$ cat config.mk
export PLATFORM = sky130hd
export DESIGN_NAME = qkvsbt_cfg
export DESIGN_NICKNAME = d
export VERILOG_FILES = /design/src/rtl/qkvsbt_pkg.sv /design/src/rtl/qkvsbt_cfg.sv
export SDC_FILE = /design/constraint.sdc
export NUM_CORES = 1
export LEC_CHECK = 0
export ABC_AREA = 1
export BUFFER_PORTS_ARGS = -buffer_cell sky130_fd_sc_hd__clkbuf_2
export CORE_MARGIN = 2
export CORE_UTILIZATION = 55
export DETAILED_ROUTE_END_ITERATION = 8
export PLACE_DENSITY = 0.82
export RECOVER_POWER = 50
export SLEW_MARGIN = 25
export SYNTH_ARGS = -nofsm -noshare
export SYNTH_HDL_FRONTEND = slang
export SYNTH_SLANG_ARGS = --single-unit
$ cat constraint.sdc
create_clock -name clk -period 7 [get_ports clk]
set_input_delay 0.7 -clock clk [delete_from_list [all_inputs] [get_ports clk]]
set_output_delay 0.7 -clock clk [all_outputs]
set_load 0.1 [all_outputs]
$ cat src/rtl/qkvsbt_pkg.sv
package qkvsbt_pkg;

  localparam int DW       = 24;  // dest_index width
  localparam int PADDR_W  = 4;   // four 32-bit registers
  localparam int PDATA_W  = 32;

  localparam logic OP_LOAD = 1'b0;
  localparam logic OP_DATA = 1'b1;

  localparam logic signed [31:0] SAT_MAX = 32'sh7FFF_FFFF;
  localparam logic signed [31:0] SAT_MIN = 32'sh8000_0000;

  typedef enum logic [1:0] {
    REG_BATCH_COUNT = 2'd0,
    REG_TOKEN_COUNT = 2'd1,
    REG_HEAD_COUNT  = 2'd2,
    REG_HEAD_WIDTH  = 2'd3
  } reg_idx_t;

  typedef struct packed {
    logic               opcode;
    logic [12:0]        bias_slot;
    logic signed [31:0] sample;
  } item_word_t;

  typedef struct packed {
    logic [1:0]         target;
    logic [DW-1:0]      dest_index;
    logic signed [31:0] result_value;
    logic               final_res;
  } res_word_t;

  // position info of one data element, without the value
  typedef struct packed {
    logic [1:0]    target;
    logic [DW-1:0] dest_index;
    logic          final_res;
  } elem_tag_t;

  // raw register contents
  typedef struct packed {
    logic [4:0] batch_count;
    logic [9:0] token_count;
    logic [4:0] head_count;
    logic [7:0] head_width;
  } cfg_view_t;

  // zero counts as one, anything above top counts as top
  function automatic int unsigned clamp_size(int unsigned v, int unsigned top);
    int unsigned r;
    r = v;
    if (v == 0) r = 1;
    else if (v > top) r = top;
    return r;
  endfunction

endpackage

$ cat src/rtl/qkvsbt_cfg.sv
module qkvsbt_cfg import qkvsbt_pkg::*; #(
  parameter int MAX_TOKENS     = 512,
  parameter int MAX_HEAD_WIDTH = 128,
  parameter int SWW            = 17
) (
  input  logic               clk,
  input  logic               rst,
  input  logic               psel,
  input  logic               penable,
  input  logic               pwrite,
  input  logic [PADDR_W-1:0] paddr,
  input  logic [PDATA_W-1:0] pwdata,
  output logic [PDATA_W-1:0] prdata,
  output cfg_view_t          cfg,
  output logic [SWW-1:0]     sw
);

  localparam int TSW = $clog2(MAX_TOKENS + 1);
  localparam int WSW = $clog2(MAX_HEAD_WIDTH + 1);

  reg_idx_t       idx;
  logic           wr_en;
  logic [9:0]     tok_new;
  logic [7:0]     wid_new;
  logic [TSW-1:0] s_new;
  logic [WSW-1:0] w_new;

  assign idx   = reg_idx_t'(paddr[3:2]);
  assign wr_en = psel && penable && pwrite;

  // tokens * width, taken from the value being written so it is ready at once
  assign tok_new = (idx == REG_TOKEN_COUNT) ? pwdata[9:0] : cfg.token_count;
  assign wid_new = (idx == REG_HEAD_WIDTH) ? pwdata[7:0] : cfg.head_width;
  assign s_new   = TSW'(clamp_size(32'(tok_new), MAX_TOKENS));
  assign w_new   = WSW'(clamp_size(32'(wid_new), MAX_HEAD_WIDTH));

  always_ff @(posedge clk) begin
    if (rst) begin
      cfg.batch_count <= 5'd1;
      cfg.token_count <= 10'd1;
      cfg.head_count  <= 5'd1;
      cfg.head_width  <= 8'd1;
      sw              <= SWW'(1);
    end else begin
      if (wr_en) begin
        unique case (idx)
          REG_BATCH_COUNT: cfg.batch_count <= pwdata[4:0];
          REG_TOKEN_COUNT: cfg.token_count <= pwdata[9:0];
          REG_HEAD_COUNT:  cfg.head_count  <= pwdata[4:0];
          REG_HEAD_WIDTH:  cfg.head_width  <= pwdata[7:0];
          default:         cfg.head_width  <= cfg.head_width;
        endcase
        sw <= SWW'(SWW'(s_new) * SWW'(w_new));
      end
    end
  end

  always_comb begin
    unique case (idx)
      REG_BATCH_COUNT: prdata = PDATA_W'(cfg.batch_count);
      REG_TOKEN_COUNT: prdata = PDATA_W'(cfg.token_count);
      REG_HEAD_COUNT:  prdata = PDATA_W'(cfg.head_count);
      REG_HEAD_WIDTH:  prdata = PDATA_W'(cfg.head_width);
      default:         prdata = '0;
    endcase
  end

endmodule

---- Word-level counts from Yosys, hierarchy flattened ----
Cells that the tools add are included.
word-level totals
  bits in registers ....................... 45
  input port bits ......................... 41
  logic and storage cells ................. 25
operators by class
  multiply operators ...................... 1
  magnitude comparators ................... 2
  eq/ne operators ......................... 3
  multiplexer cells ....................... 7
  reduce and logical (&&, ||, !) cells .... 7
operator list
  cell                                                   number
  one-hot mux 32 bit (4 select lines)                    1
  2-to-1 mux 10 bit                                      3
  2-to-1 mux 8 bit                                       3
  multiplier 10 x 8 -> 17 bit                            1
  greater-than comparator 10 bit, second input constant  1
  zero test 10 bit                                       1
  greater-than comparator 8 bit, second input constant   1
  zero test 8 bit                                        1
  equality test 2 bit, second input constant             2
  AND reduction 2 bit                                    2
  equality test 2 x 1 -> 1 bit, second input constant    1
  logical AND 1 bit                                      2
  zero test 2 bit                                        1

---- Longest topological paths before layout ----
  depth after elaboration ................. 6
  depth in mapped cells ................... 33
  gate-level depth less buffers ........... 31

---- Worst setup path before layout ----
OpenSTA, ideal clock, no wires.
  path type ............................... input to register
  start point ............................. input port paddr[3]
  end point ............................... register sw[16]
  arrival time ............................ 5.118 ns
  setup slack ............................. 1.774 ns
  cell stages on the path ................. 27
  cell sequence ........................... buf_6 inv_2 nand2_2 buf_6 nand2_2 nand2_2 nor3_1 nand3_1 nand2_2 buf_6 nand3_1 fa_1 fa_1 inv_1 fa_1 inv_1 fa_1 inv_1 ha_1 a21oi_1 nand3_1 nand2_1 nand2_1 nand2_1 nand3_1 nand2_1 inv_1
on the way
  word-level cells in the longest chain between the ends .. 6
ends and longest elaborated chain
  what                                                                                    line                                RTL
  start: declaration                                                                      qkvsbt_cfg.sv:11                    input logic [PADDR_W-1:0] paddr,
  equality test 2 x 1 -> 1 bit / equality test 2 bit (equally long branches)              qkvsbt_cfg.sv:32, qkvsbt_cfg.sv:33
  2-to-1 mux 10 bit / 2-to-1 mux 8 bit (equally long branches)                            --
  greater-than comparator 10 bit / greater-than comparator 8 bit (equally long branches)  qkvsbt_pkg.sv:53                    else if (v > top) r = top;
  2-to-1 mux 10 bit / 2-to-1 mux 8 bit (equally long branches)                            qkvsbt_pkg.sv:53
  2-to-1 mux 10 bit / 2-to-1 mux 8 bit (equally long branches)                            qkvsbt_pkg.sv:52                    if (v == 0) r = 1;
  multiplier 10 x 8 -> 17 bit *                                                           qkvsbt_cfg.sv:53                    sw <= SWW'(SWW'(s_new) * SWW'(w_new));
  end signal: assignment                                                                  qkvsbt_cfg.sv:53
  end: declaration                                                                        qkvsbt_cfg.sv:15                    output logic [SWW-1:0] sw
Mark *: on every way between the ends. The rest lies on a longest branch, timed or not.
A chain may end at the register's enable or synchronous reset.

---- Final worst setup path ----
Ends and elaborated chain as after synthesis.

==> results.md <==
- Outcome: finished clean
- Final wirelength: ~12 mm
- Sequential power share: 0.292
- DR pass1 iterations: 4
- # Post-CTS Setup Buffers: 0
- CTS Buf Count: 5
- CORE AREA: slightly above 0.009 mm2
- Clock root cell: clkbuf_8
- Die height: 101 um
- Worst Hold Launch: sw[1]
- Row cnt: 35
- Total power draw: approximately 940 uW
- Setup crit start kind: input port
- Share of post-route cells with drive strength above 1: 0.0845
- YS warnings: 0
- Highest Clock Rate: approximately 160 MHz
- Switching power: about 490 uW
- Post-synthesis sequential area ratio: 0.175
- CP Data Arrival Time: roughly 6.3 ns
- Vias in the first global route: around 4400
- Share of the synthesized area in the top cell type: 0.183
- Final period util: 0.874
- Fin Setup TNS: 0 ns
- Area contributors post-synth: fa_1 (18%), dfxtp_1 (18%), inv_1 (11%)
- Pin count of the biggest net entering global routing: 32
- Switching share of power: 0.515
- Clock Latency Late Sink: ~0.32 ns
- Hold endpoint: sw[1]
- Combinational share of power: 0.524
- Worst-margin pin slew: 1.19 ns
- Vias per cell: roughly 5.2
- Worst vdd ir: about 0.11 mV
- Worst-case clock buffer depth: 2
- Post-route cell area: 0.00548 mm2
- Area Growth Syn to Fin: 6.67%
- Cell taking the most area after synthesis: fa_1
- Hold Path Class: register to register
- RR Endpoint: sw[16]
- I/O Buffers: 71
- Die area: around 0.01 mm2
- Asr flop ratio synth: 0
- Post-synth design cell area: just over 0.005 mm2
- HPWL Detailed: roughly 9.6 mm
- RSZ-0062 raised after global routing: false
- Diodes inserted: 0
- Clk sink count: 45
- WP data required: about 7.2 ns
- Number of nets with antenna violations after routing: 0
- Placed Area: roughly 0.0054 mm2
- Leakage: about 0.003 uW
- Top FF cell, synth: dfxtp_1
- Final nets: 928
- Pins Over Slew Limit: 0
- Initial antenna violation count: 0
- Worst r2r path cells: 25
- Commonest cells post-synth: inv_1 (149), nand2_1 (136), nor2_1 (96)
- Routability cong.: between 0.9 and 1
- H-tree levels: 2
- Slew Limit Headroom: 0.212
- Cts repair resizes: 0
- Crit end category: register
- Initial Utilization: 0.562
- Routed WL per cell: about 13 um
- Starting DRT DRC Count: about 230
- Clock power share: 0.184
- Min cycle time layout: a little over 6 ns
- Clk slew on worst S/H paths: roughly 0.08 ns
- Die width: 101 um
- FF+latch count, synth: 45
- # IOs: 118
- Routed via count: 4754
- Critical path class: input port to register
- Post-synth EDFFs: 0
- Final setup fails: 0
- Gr usage total: 0.242
- First-pass GRT wire length: 19.9 mm
- Fin. Hold Viols: 0
- Count leader, synth: inv_1
- Int Power: around 460 uW
- Global route overflow: 0
- Max Cap Violations: 0
- Layout Skew: 0.0179 ns
- Reg2reg start: cfg[19]
- Post-synth cell types: 34
- Avg Inst Size Synth: 6.93 um2
- Worst-path maximum fanout: 21
- Synth Instances: between 700 and 800
- Reg2Reg Setup Slack: 1.70 ns
- # DRC: 0
- CTS tree: yes
- Power Dens Cells: around 170 mW/mm2
- Hold depth: 2
- Hold buffer count at CTS: 0
[sequential cells by signal (all words and copies together) (netlist names)]
name,count
cfg,28
sw,17
[stage by stage]
| stage | setup WS (ns) | hold slack (ns) | util | cells |
|---|---|---|---|---|
| after floorplan | 1.77 | 0.813 | - | 763 |
| final | 0.880 | 0.471 | 0.599 | 916 |
| after CTS | 1.14 | 0.472 | 0.605 | 916 |
| after detailed placement | 0.838 | 0.455 | 0.595 | 908 |
| after global routing | 0.291 | 0.495 | 0.599 | 916 |
| after global placement | 0.907 | 0.453 | 0.595 | 908 |
[metal layers]
metal,share of wire,track usage,vias to the layer above
met1,0.43,0.317,2204
met5,0,0,-
li1,-,-,2366
met2,0.49,0.420,158
met4,0.020,0.0601,0
met3,0.054,0.0354,26
[layout by cell type (no fill, tap or decap), drive strengths merged, types with 7 or more instances in the layout]
cell / n
inv: 156
nand2: 149
nor2: 105
clkbuf: 76
o21ai: 48
fa: 47
dfxtp: 45
a21oi: 41
nand3: 37
ha: 36
conb: 22
o21bai: 8
o21a: 7
[critical path, cell delays in order]
cell and delay (ns):
clkbuf_2 0.21, inv_2 0.10, nand2_1 0.36, o21ai_0 0.47, nand2_1 0.09, nor2_1 0.10
nand3_1 0.10, nand2_2 0.26, nand2_1 0.26, nor2_1 0.21, fa_1 0.47, fa_1 0.53
fa_1 0.57, inv_1 0.06, fa_1 0.53, inv_1 0.05, ha_1 0.37, nand2_1 0.12
nor2_1 0.19, nand2_1 0.08, inv_1 0.06, nand2_1 0.05, nand2_1 0.09, inv_1 0.04
nand2_1 0.04, nand3_1 0.10, nand2_1 0.09, inv_1 0.04
[layout make-up]
type | count | area, um2
clock buffer | 5 | 68.8
sequential | 45 | 901
tap | 111 | 139
timing repair buffer | 73 | 319
clock inverter | 3 | 25.0
multi-input combinational | 522 | 3440
inverter | 157 | 592
fill | 898 | 3670
[logic make-up after synthesis]
logic type	synth area share
and+or+nand+nor	0.255
buffers and inverters	0.170
AOI/OAI and AO/OA	0.120
adders and majority gates	0.271
DFF	0.175
xor gates and xnor gates	0.00852
other	0.000729
[worst max path at each step]
stage	slack [ns]	start	endpoint	cells after the start
detailed placement	0.84	paddr[3]	sw[16]	28
global route	0.29	paddr[3]	sw[16]	28
finish	0.88	paddr[3]	sw[16]	28
global placement	0.91	paddr[3]	sw[16]	28
floorplan	1.77	paddr[3]	sw[16]	27
CTS	1.14	paddr[3]	sw[16]	28
[power by group through the flow]
stage	clock [uW]	sequential, uW	combinational (uW)
2_1_floorplan	0	366	332
3_3_place_gp	0	282	486
3_5_place_dp	0	282	493
4_1_cts	176	276	497
5_1_grt	186	277	550
6_report	174	276	494
No activity file was read; power rests on OpenSTA's default activity.
