[src/rtl/qkvsbt_pkg.sv]
package qkvsbt_pkg;

  localparam int DW       = 24;  // dest_index width
  localparam int PADDR_W  = 4;   // four 32-bit registers
  localparam int PDATA_W  = 32;

  localparam logic OP_LOAD = 1'b0;
  localparam logic OP_DATA = 1'b1;

  localparam logic signed [31:0] SAT_MAX = 32'sh7FFF_FFFF;
  localparam logic signed [31:0] SAT_MIN = 32'sh8000_0000;

  typedef enum logic [1:0] {
    REG_BATCH_COUNT = 2'd0,
    REG_TOKEN_COUNT = 2'd1,
    REG_HEAD_COUNT  = 2'd2,
    REG_HEAD_WIDTH  = 2'd3
  } reg_idx_t;

  typedef struct packed {
    logic               opcode;
    logic [12:0]        bias_slot;
    logic signed [31:0] sample;
  } item_word_t;

  typedef struct packed {
    logic [1:0]         target;
    logic [DW-1:0]      dest_index;
    logic signed [31:0] result_value;
    logic               final_res;
  } res_word_t;

  // position info of one data element, without the value
  typedef struct packed {
    logic [1:0]    target;
    logic [DW-1:0] dest_index;
    logic          final_res;
  } elem_tag_t;

  // raw register contents
  typedef struct packed {
    logic [4:0] batch_count;
    logic [9:0] token_count;
    logic [4:0] head_count;
    logic [7:0] head_width;
  } cfg_view_t;

  // zero counts as one, anything above top counts as top
  function automatic int unsigned clamp_size(int unsigned v, int unsigned top);
    int unsigned r;
    r = v;
    if (v == 0) r = 1;
    else if (v > top) r = top;
    return r;
  endfunction

endpackage

[src/rtl/qkvsbt_pos.sv]
module qkvsbt_pos import qkvsbt_pkg::*; #(
  parameter int MAX_BATCH      = 16,
  parameter int MAX_TOKENS     = 512,
  parameter int MAX_HEADS      = 16,
  parameter int MAX_HEAD_WIDTH = 128,
  parameter int PARTS          = 3,
  parameter int AW             = 13,
  parameter int SWW            = 17
) (
  input  logic           clk,
  input  logic           rst,
  input  cfg_view_t      cfg,
  input  logic           clear,
  input  logic [SWW-1:0] sw,
  input  logic           step,
  output logic [AW-1:0]  rd_slot,
  output elem_tag_t      tag
);

  localparam int LW  = (MAX_HEAD_WIDTH > 1) ? $clog2(MAX_HEAD_WIDTH) : 1;
  localparam int HNW = (MAX_HEADS > 1) ? $clog2(MAX_HEADS) : 1;
  localparam int PW  = (PARTS > 1) ? $clog2(PARTS) : 1;
  localparam int TW  = (MAX_TOKENS > 1) ? $clog2(MAX_TOKENS) : 1;
  localparam int BW  = (MAX_BATCH > 1) ? $clog2(MAX_BATCH) : 1;

  logic [LW-1:0]  lane, lane_next, lane_last;
  logic [HNW-1:0] head, head_next, head_last;
  logic [PW-1:0]  part, part_next;
  logic [TW-1:0]  token, token_next, token_last;
  logic [BW-1:0]  batch, batch_next, batch_last;
  logic [AW-1:0]  slot, slot_next;
  logic [DW-1:0]  rowbase, rowbase_next;  // dest of lane 0 in the current row
  logic [DW-1:0]  tokbase, tokbase_next;  // dest of head 0, lane 0 of this token
  logic [DW-1:0]  wstep, sw24, tok_w, row_w;
  logic           lane_end, head_end, part_end, tok_end, bat_end;

  assign lane_last  = LW'(clamp_size(32'(cfg.head_width), MAX_HEAD_WIDTH) - 1);
  assign head_last  = HNW'(clamp_size(32'(cfg.head_count), MAX_HEADS) - 1);
  assign token_last = TW'(clamp_size(32'(cfg.token_count), MAX_TOKENS) - 1);
  assign batch_last = BW'(clamp_size(32'(cfg.batch_count), MAX_BATCH) - 1);
  assign wstep      = DW'(clamp_size(32'(cfg.head_width), MAX_HEAD_WIDTH));
  assign sw24       = DW'(sw);

  assign lane_end = (lane == lane_last);
  assign head_end = (head == head_last);
  assign part_end = (part == PW'(PARTS - 1));
  assign tok_end  = (token == token_last);
  assign bat_end  = (batch == batch_last);

  assign tok_w = tokbase + wstep;
  // at the end of a batch this is the next batch's base
  assign row_w = rowbase + wstep;

  always_comb begin
    lane_next    = lane;
    head_next    = head;
    part_next    = part;
    token_next   = token;
    batch_next   = batch;
    slot_next    = slot;
    rowbase_next = rowbase;
    tokbase_next = tokbase;
    if (clear) begin
      lane_next    = '0;
      head_next    = '0;
      part_next    = '0;
      token_next   = '0;
      batch_next   = '0;
      slot_next    = '0;
      rowbase_next = '0;
      tokbase_next = '0;
    end else if (step) begin
      slot_next = slot + AW'(1);
      if (!lane_end) begin
        lane_next = lane + LW'(1);
      end else begin
        lane_next = '0;
        if (!head_end) begin
          head_next    = head + HNW'(1);
          rowbase_next = rowbase + sw24;
        end else begin
          head_next = '0;
          if (!part_end) begin
            part_next    = part + PW'(1);
            rowbase_next = tokbase;
          end else begin
            part_next = '0;
            slot_next = '0;
            if (!tok_end) begin
              token_next   = token + TW'(1);
              tokbase_next = tok_w;
              rowbase_next = tok_w;
            end else begin
              token_next = '0;
              if (!bat_end) begin
                batch_next   = batch + BW'(1);
                tokbase_next = row_w;
                rowbase_next = row_w;
              end else begin
                batch_next   = '0;
                tokbase_next = '0;
                rowbase_next = '0;
              end
            end
          end
        end
      end
    end
  end

  always_ff @(posedge clk) begin
    if (rst) begin
      lane    <= '0;
      head    <= '0;
      part    <= '0;
      token   <= '0;
      batch   <= '0;
      slot    <= '0;
      rowbase <= '0;
      tokbase <= '0;
    end else begin
      lane    <= lane_next;
      head    <= head_next;
      part    <= part_next;
      token   <= token_next;
      batch   <= batch_next;
      slot    <= slot_next;
      rowbase <= rowbase_next;
      tokbase <= tokbase_next;
    end
  end

  assign rd_slot        = slot;
  assign tag.target     = 2'(part);
  assign tag.dest_index = rowbase + DW'(lane);
  assign tag.final_res  = lane_end && head_end && part_end && tok_end && bat_end;

endmodule

[config.mk]
export PLATFORM = sky130hd
export DESIGN_NAME = qkvsbt_pos
export DESIGN_NICKNAME = d
export VERILOG_FILES = /design/src/rtl/qkvsbt_pkg.sv /design/src/rtl/qkvsbt_pos.sv
export SDC_FILE = /design/constraint.sdc
export NUM_CORES = 1
export LEC_CHECK = 0
export BUFFER_PORTS_ARGS = -buffer_cell sky130_fd_sc_hd__buf_2
export CAP_MARGIN = 10
export CORE_UTILIZATION = 47
export CTS_CLUSTER_SIZE = 10
export DETAILED_ROUTE_END_ITERATION = 10
export PLACE_DENSITY = 0.76
export SLEW_MARGIN = 40
export SYNTH_ARGS = -nofsm -noshare
export SYNTH_HDL_FRONTEND = slang
export SYNTH_SLANG_ARGS = --single-unit
[constraint.sdc]
create_clock -name clk -period 4.4 [get_ports clk]
set_input_delay 0.88 -clock clk [delete_from_list [all_inputs] [get_ports clk]]
set_output_delay 0.88 -clock clk [all_outputs]
set_load 0.03 [all_outputs]
### Yosys cells after proc, flatten, opt, wreduce, memory -nomap -nowiden

Index checks and enable logic that the tools add are counted.

| cells by class | value |
|---|---|
| add/sub/neg operators | 14 |
| magnitude comparators | 4 |
| equality and inequality tests | 5 |
| multiplexer cells | 20 |
| reduce and logical (&&, ||, !) cells | 13 |

Operators by type and width:

| cell | count |
|---|---|
| two-way mux 24 bit | 4 |
| adder 24 x 8 -> 24 bit | 2 |
| two-way mux 13 bit | 3 |
| two-way mux 9 bit | 3 |
| adder 24 x 17 -> 24 bit | 1 |
| adder 24 x 7 -> 24 bit | 1 |
| two-way mux 4 bit | 6 |
| two-way mux 8 bit | 2 |
| adder 13 x 1 -> 13 bit, second input constant | 1 |
| greater-than comparator 10 bit, second input constant | 1 |
| greater-than comparator 5 bit, second input constant | 2 |
| zero test 10 bit | 1 |
| zero test 5 bit | 2 |
| adder 9 x 1 -> 9 bit, second input constant | 1 |
| == test 9 bit | 1 |
| subtractor 9 x 1 -> 9 bit, second input constant | 1 |
| adder 4 x 1 -> 4 bit, second input constant | 2 |
| == test 4 bit | 2 |
| greater-than comparator 8 bit, second input constant | 1 |
| zero test 8 bit | 1 |
| subtractor 4 x 1 -> 4 bit, second input constant | 2 |
| adder 7 x 1 -> 7 bit, second input constant | 1 |
| == test 7 bit | 1 |
| two-way mux 7 bit | 1 |
| 10 further kinds | 13 |

| storage, ports and cells | value |
|---|---|
| flip-flop bits (word level) | 87 |
| input bits | 49 |
| output and inout bits | 40 |
| word-level logic and storage cells | 64 |

### Logic depth before layout (Yosys ltp)

Gate-level depths: netlist of run 1.

| depth | value |
|---|---|
| depth after elaboration | 9 |
| mapped depth | 17 |
| gate-level depth less buffers | 15 |

### Worst setup path after synthesis of run 1

No wires, ideal clock.

| timing path | value |
|---|---|
| path type | input to output |
| start point | input cfg[16] (netlist bit) |
| end point | output tag[0] (netlist bit) |
| data arrival time | 4264 ps |
| required time | 3520 ps |
| setup slack | -744 ps |
| stages | 13 |
| buffers on the path | 4 |
| path through | clkbuf_1 nor4_2 a41oi_1 ha_1 clkbuf_1 nor3b_1 and4_1 o31a_1 a211oi_1 nand3_1 clkbuf_1 clkbuf_1 nor3_1 |

RTL lines:

| what | RTL line | RTL |
|---|---|---|
| start, declared | qkvsbt_pos.sv:12 | `input cfg_view_t cfg,` |
| end, declared | qkvsbt_pos.sv:17 | `output elem_tag_t tag` |

==> results of run 1 <==
[synth_stat cells, types with 9 or more instances]
cell      count
o211ai_1     12
clkbuf_1     42
and3_1       18
a21oi_1      60
xor2_1       52
nor2_1      106
inv_1        28
ha_1         49
nor4_1       13
nand4_1      23
buf_2         9
a221oi_1      9
a211oi_1     10
xnor2_1      54
dfxtp_1      87
o21a_1       10
or3_1        14
o21ai_0      70
nor2b_1      18
nand3_1      39
nor3_1       37
mux2i_1      10
nand2_1      99
a21o_1       18
[worst paths after layout]
path | to | start | cells past startpoint | slack [ns]
worst max-delay path | tag[0] | cfg[6] | 14 | 0.09
worst max register to register | batch[2]$_SDFFE_PP0P_ | lane[0]$_SDFFE_PP0P_ | 10 | 1.25
worst min register to register | tokbase[22]$_SDFFE_PP0P_ | tokbase[22]$_SDFFE_PP0P_ | 2 | 0.46
worst min-delay path | tokbase[22]$_SDFFE_PP0P_ | tokbase[22]$_SDFFE_PP0P_ | 2 | 0.46
[registers in the layout, indices dropped and copies added (netlist names)]
register	count
batch	4
head	4
lane	7
part	2
rd_slot	13
rowbase	24
tokbase	24
token	9
[cells by family (layout without fill, tap and decap cells)]
| kind of cell | Yosys count | after routing |
|---|---|---|
| compound gates | 263 | 263 |
| xor+xnor | 106 | 106 |
| fa+ha+maj | 53 | 53 |
| buf+inv | 84 | 192 |
| flops | 87 | 87 |
| mux | 16 | 16 |
| simple gates | 420 | 420 |
[placed cells by master (no fill, tap or decap), drive strengths merged, types with 6 or more instances in the layout]
master / n
clkbuf: 12
buf: 147
xnor2: 54
nand2: 100
nor3: 37
a31oi: 7
nand3b: 7
o21ai: 70
a221oi: 9
mux2: 6
o21bai: 7
nand2b: 7
ha: 49
mux2i: 10
or2: 8
nor2b: 18
xor2: 52
nor4: 15
a21boi: 7
a21oi: 60
and3: 18
a211oi: 11
inv: 28
nor2: 106
a21o: 18
nand3: 39
o211ai: 12
nand4: 23
o21a: 10
and4: 7
or3: 14
dfxtp: 87
[per-layer routing]
layer	up-vias	track usage
li1	3957	-
met1	3831	0.365
met2	301	0.444
met3	45	0.0558
met4	0	0.105
met5	-	0
[what timing repair did]
action / 4_1_cts / 5_1_grt
setup endpoints to repair: 1 / 6
buffers inserted: 1 / 2
gates cloned: 0 / 0
pin swaps: 3 / 4
resized for setup: 2 / 7
hold buffers: 0 / 0
hold endpoints to repair: 0 / 0
[power groups by stage]
stage | sequential [mW] | combinational (mW) | clock, mW
3_5_place_dp | 0.809 | 0.214 | 0
2_1_floorplan | 0.810 | 0.133 | 0
5_1_grt | 0.791 | 0.240 | 0.825
3_3_place_gp | 0.809 | 0.210 | 0
4_1_cts | 0.791 | 0.216 | 0.787
6_report | 0.791 | 0.219 | 0.780
[critical path, delay by kind of cell]
family | cells | cell delay (ns)
buffers and inverters | 3 | 0.31
XOR/XNOR | 1 | 0.13
AO/OA/AOI/OAI | 3 | 0.60
adder cells (fa/ha/maj) | 1 | 0.30
AND/OR/NAND/NOR | 6 | 1.19
[layout make-up]
type | count | area share
Multi-Input combinational cell | 858 | 0.631
Sequential cell | 87 | 0.193
Timing Repair Buffer | 148 | 0.102
Tap cell | 216 | 0.0300
Clock buffer | 11 | 0.0258
Inverter | 28 | 0.0117
Clock inverter | 5 | 0.00652
==> metrics.log, run 1 <==
INFO  metric status = finished, final reports clean
INFO  metric worst_slack_placed = -0.0641 ns
INFO  metric post_route_skew = 0.00861 ns
INFO  metric drtPass1Iterations = 6
INFO  metric synth.mux.area_fraction = 0.0218
INFO  metric hold_path.class = reg -> reg
INFO  metric synth-edff-count = 0
INFO  metric cts_buffers = 9
INFO  metric fmax = 232 MHz
INFO  metric first_pass_grt_wire_length = 37,000 um
INFO  metric floorplan.rows = 46
INFO  metric synth_top_area_cell = dfxtp_1
INFO  metric synth_sequential_area_ratio = 0.226
INFO  metric max_cap_violations = 0
INFO  metric power.switching_fraction = 0.261
INFO  metric multiInputGateArea = 5690 sq um
INFO  metric synth_area_leaders = dfxtp_1 (23%), ha_1 (8.0%), xnor2_1 (6.1%), xor2_1 (5.9%), nor2_1 (5.2%)
INFO  metric grt_pass1_vias = 7,440
INFO  metric critical_path_peak_fanout = 2
INFO  metric wl_met2 = 10,400 um
INFO  metric synthesis.yosys.warnings = 0
INFO  metric critical_path.cell_chain = buf_6 > or4_4 > nor3_2 > nor2_1 > nor2_1 > inv_1 > ha_1 > xor2_1 > o311ai_1 > a211oi_2 > o2111a_1 > nand4_1 > nor3_4 > buf_6
INFO  metric fin_worst_setup_slack = 0.0875 ns
INFO  metric fillerInstances = 1,543
INFO  metric wl_met3 = 1330 um
INFO  metric clk-insertion-delay-late = 0.35 ns
INFO  metric synth_nets = 1,131
INFO  metric route.detailed.drc = 0
INFO  metric cts.root.buffer_cell = clkbuf_16
INFO  metric worstPathRequired = 3.52 ns
INFO  metric critPathSlowestCell = or4_4
INFO  metric antenna_found_initial = 0
INFO  metric critical_path.startpoint_type = input pin
INFO  metric die_h = 130 um
INFO  metric internal_power_summed_over_all_cells = 1.32 mW
INFO  metric synthToLayoutAreaGrowth = 17.2%
INFO  metric cts_tree = built
INFO  metric seqPwrFrac = 0.442
INFO  metric gp_congestion = 0.914
INFO  metric power_frac_clock = 0.436
INFO  metric routed_wl = 22,400 um
INFO  metric synth_fa_ha_area_frac = 0.0901
INFO  metric ant_nets = 0
INFO  metric dpl_cell_area = 8680 sq um
INFO  metric synth.cell_area = 7690 sq um
INFO  metric finalNetCount = 1,234
INFO  metric synth.ff_latch_count = 87
INFO  metric final_cell_area = 9010 sq um
INFO  metric power = 1.79 mW
INFO  metric rsz_0062_raised_after_global_routing = true
INFO  metric clkTransAtPathRegs = 0.06 ns
INFO  metric floorplan.core_area = 15,900 sq um
INFO  metric worst-setup-path-type = in -> out
INFO  metric simple_gate_area_share_of_the_yosys_netlist = 0.274
INFO  metric layout_min_cycle_time = 4.31 ns
INFO  metric vias_per_cell = 6.01
INFO  metric m1WireLength = 10,100 um
INFO  metric netlist-cell-type-count = 71
INFO  metric post-dp-hpwl = 16,800 um
INFO  metric main_combinational_cell_family_by_area_after_synthesis = simple AND/OR/NAND/NOR gates
INFO  metric layout-drive-gt1-share = 0.173
INFO  metric pwr_density_cell = 199 nW/um^2
INFO  metric synthFlopType = dfxtp_1
INFO  metric place.port_buffers = 88
INFO  metric numPlacedInstances = 1,334
INFO  metric final_util = 0.565
INFO  metric crit_path_end_kind = output pin
INFO  metric netlist_instances = 1,029
INFO  metric seqCellArea = 1740 sq um
INFO  metric clk_path_buf_depth = 2
INFO  metric cts.sink_count = 87
INFO  metric track_usage = 0.277
INFO  metric htree_num_levels = 3
INFO  metric combinationalPowerShare = 0.122
INFO  metric final-setup-viol-count = 0
INFO  metric routed.top_layer = met4
INFO  metric die_area = 16,900 sq um
INFO  metric drtIter0Drc = 681
INFO  metric grt-ovfl-total = 0
INFO  metric via_count = 8,134
INFO  metric timing.final.max_slew_violations = 0
INFO  metric chip_width = 130 um
INFO  metric diodes = 0
INFO  metric cpPeakStageDelay = 0.53 ns
INFO  metric area_fraction_in_compound_gates_after_synthesis = 0.225
INFO  metric initial_core_utilization = 0.483
INFO  metric grt_start_max_net_pins = 32
INFO  metric setup_tns = 0 ns
INFO  metric avgRoutedWirePerCell = 16.6 um
INFO  metric tightestPinTransition = 0.814 ns
INFO  metric yosysTopAreaCellShare = 0.226
INFO  metric slew-limit-headroom = 0.451
INFO  metric synth-async-reset-ratio = 0
INFO  metric boundaryPins = 89
INFO  metric hold-worst-slack = 0.462 ns
INFO  metric peakVddDrop = 191 uV
INFO  metric synthXorXnorAreaFrac = 0.121
INFO  metric timing.final.crit_share = 0.980
INFO  metric net-switching-power = 0.467 mW
INFO  metric synth.avg_cell_area = 7.48 sq um
INFO  metric non_filler_instance_count_after_layout = 1,353
INFO  metric timing_hold_violations_final = 0
INFO  metric arrival = 3.43 ns
INFO  metric leakage = 3.71 nW
Power figures use the tool's default switching activity.
==> run 2: changes to the inputs <==
CORE_UTILIZATION = 50   (was 47)
CTS_BUF_LIST = sky130_fd_sc_hd__clkbuf_2   (was unset)
PLACE_DENSITY = 0.8   (was 0.76)
==> run 2 against run 1 <==
Effect of this change: sequential power about the same; design area shrank 2.8%; routed wire length is 3.7% lower; global-route usage decreased by 0.29 points; critical path depth down 3; via count shrank 0.66%; core utilization increased by 2.9 points.
==> metrics.log, run 2 (same netlist as run 1, synthesis figures left out) <==
INFO  metric first_pass_grt_wire_length = 35,600 um (-3.8%)
INFO  metric pwr_density_cell = 162 nW/um^2 (-18%)
INFO  metric final-setup-viol-count = 0 (unchanged)
INFO  metric slew-limit-headroom = 0.510 (+0.0592)
INFO  metric fmax = 235 MHz (+1.2%)
INFO  metric timing.final.crit_share = 0.968 (-0.0121)
INFO  metric antenna_found_initial = 0 (unchanged)
INFO  metric cts.sink_count = 87 (unchanged)
INFO  metric final_cell_area = 8760 sq um (-2.8%)
INFO  metric ant_nets = 0 (unchanged)
INFO  metric worst-setup-path-type = in -> out
INFO  metric tightestPinTransition = 0.727 ns (-0.0879 ns)
INFO  metric grt_pass1_vias = 7,655 (+2.9%)
INFO  metric drtPass1Iterations = 5 (-1)
INFO  metric place.port_buffers = 88 (unchanged)
INFO  metric chip_width = 126 um (-3.0%)
INFO  metric grt-ovfl-total = 0 (unchanged)
INFO  metric arrival = 3.38 ns (-0.05 ns)
INFO  metric setup_tns = 0 ns (unchanged)
INFO  metric clk-insertion-delay-late = 0.57 ns (+0.22 ns)
INFO  metric floorplan.rows = 44 (-4.3%)
INFO  metric routed_wl = 21,600 um (-3.7%)
INFO  metric clkTransAtPathRegs = 0.22 ns (+0.16 ns)
INFO  metric vias_per_cell = 6.17 (+2.7%)
INFO  metric peakVddDrop = 123 uV (-36%)
INFO  metric die_area = 15,900 sq um (-5.9%)
INFO  metric diodes = 0 (unchanged)
INFO  metric cts_tree = built
INFO  metric rsz_0062_raised_after_global_routing = true
INFO  metric critical_path.cell_chain = buf_2 > nor4_4 > a41oi_2 > ha_1 > nor3b_2 > and4_1 > o31a_1 > a211oi_1 > nand3_1 > nor3_4 > buf_6
INFO  metric power = 1.42 mW (-21%)
INFO  metric boundaryPins = 89 (unchanged)
INFO  metric dpl_cell_area = 8570 sq um (-1.3%)
INFO  metric layout.cells.most_common_list = nor2_1 (106), nand2_1 (99), buf_2 (85), dfxtp_1 (84), o21ai_0 (69)
INFO  metric initial_core_utilization = 0.522 (+0.0389)
INFO  metric finalNetCount = 1,224 (-0.81%)
INFO  metric worstPathRequired = 3.52 ns (about the same)
INFO  metric route.detailed.drc = 0 (unchanged)
INFO  metric track_usage = 0.274 (-0.00288)
INFO  metric die_h = 126 um (-3.0%)
INFO  metric cpPeakStageDelay = 0.30 ns (-0.23 ns)
INFO  metric timing.final.max_slew_violations = 0 (unchanged)
INFO  metric final_util = 0.594 (+0.0286)
INFO  metric critPathSlowestCell = nor4_4
INFO  metric crit_path_end_kind = output pin
INFO  metric avgRoutedWirePerCell = 16.5 um (-0.44%)
INFO  metric floorplan.core_area = 14,800 sq um (-7.5%)
INFO  metric synthToLayoutAreaGrowth = 13.9%
INFO  metric post_route_skew = 0.0286 ns (+0.0200 ns)
INFO  metric layout_min_cycle_time = 4.26 ns (-0.0531 ns)
INFO  metric timing_hold_violations_final = 0 (unchanged)
INFO  metric gp_congestion = 0.913 (about the same)
INFO  metric layout-drive-gt1-share = 0.170 (-0.00349)
INFO  metric via_count = 8,080 (-0.66%)
INFO  metric fillerInstances = 1,379 (-11%)
INFO  metric cts.root.buffer_cell = clkbuf_2
INFO  metric critical_path.startpoint_type = input pin
INFO  metric critical_path_peak_fanout = 4 (+2)
INFO  metric cts_buffers = 9 (unchanged)
INFO  metric htree_num_levels = 3 (unchanged)
INFO  metric mostFrequentLayoutCell = nor2_1
INFO  metric grt_start_max_net_pins = 32 (unchanged)
INFO  metric post-dp-hpwl = 16,000 um (-4.7%)
INFO  metric leakage = 3.60 nW (-2.8%)
INFO  metric drtIter0Drc = 607 (-11%)
INFO  metric max_cap_violations = 0 (unchanged)
INFO  metric hold_path.class = reg -> reg
INFO  metric status = finished, final reports clean
INFO  metric clk_path_buf_depth = 2 (unchanged)
-- run 2: cell count changes in the layout (fill, tap and decap cells not counted), sizes merged --
cell,change
clkinv,-1
buf,-9
clkbuf,-2
-- run 2: where the power goes --
part	switching (mW)	total (mW)	internal (mW)	leakage, nW
Sequential	0.00224	0.794	0.791	0.702
Clock	0.280	0.405	0.125	0.0575
Combinational	0.124	0.220	0.0953	2.84
Total	0.407	1.42	1.01	3.60
-- run 2: path summary, 6_finish.rpt --
check,start,to,slack [ns],cells past startpoint
max reg2reg,lane[0]$_SDFFE_PP0P_,batch[3]$_SDFFE_PP0P_,1.29,10
min,tokbase[5]$_SDFFE_PP0P_,tokbase[5]$_SDFFE_PP0P_,0.48,2
min reg2reg,tokbase[5]$_SDFFE_PP0P_,tokbase[5]$_SDFFE_PP0P_,0.48,2
max,cfg[19],tag[0],0.14,11
-- run 2: area by class of cell --
type	count	area, sq um	area share
Multi-Input combinational cell	858	5710	0.652
Sequential cell	87	1750	0.199
Timing Repair Buffer	138	868	0.0991
Tap cell	184	230	0.0263
Inverter	28	105	0.0120
Clock buffer	10	50.0	0.00571
Clock inverter	4	48.8	0.00557
-- run 2: timing repair --
item / in CTS / in global routing
pin swaps: 3 / 5
setup endpoints to repair: 8 / 8
gates resized for setup: 6 / 12
hold buffers: 0 / 0
setup buffers: 1 / 5
-- run 2: stage by stage --
step	setup slack [ns]	cells	hold slack [ns]
after floorplan	0.0231	1029	0.431
after global placement	0.0220	1289	0.445
after detailed placement	-0.0331	1289	0.451
after CTS	0.000472	1304	0.475
after global routing	-0.0132	1309	0.512
final	0.141	1309	0.476
-- run 2: worst max-delay path, delay by kind of cell --
kind            cells  cell delay (ns)
fa+ha+maj           1             0.23
simple gates        5             1.24
compound gates      3             0.74
buf+inv             2             0.28
-- run 2: layer usage --
metal  track usage  vias up  wire [um]  part of all wire
met5             0        -          0                 0
met4         0.133        0        794             0.037
met3        0.0472       67       1460             0.068
met2         0.459      327      10100              0.47
met1         0.340     3754       9280              0.43
li1              -     3932          -                 -
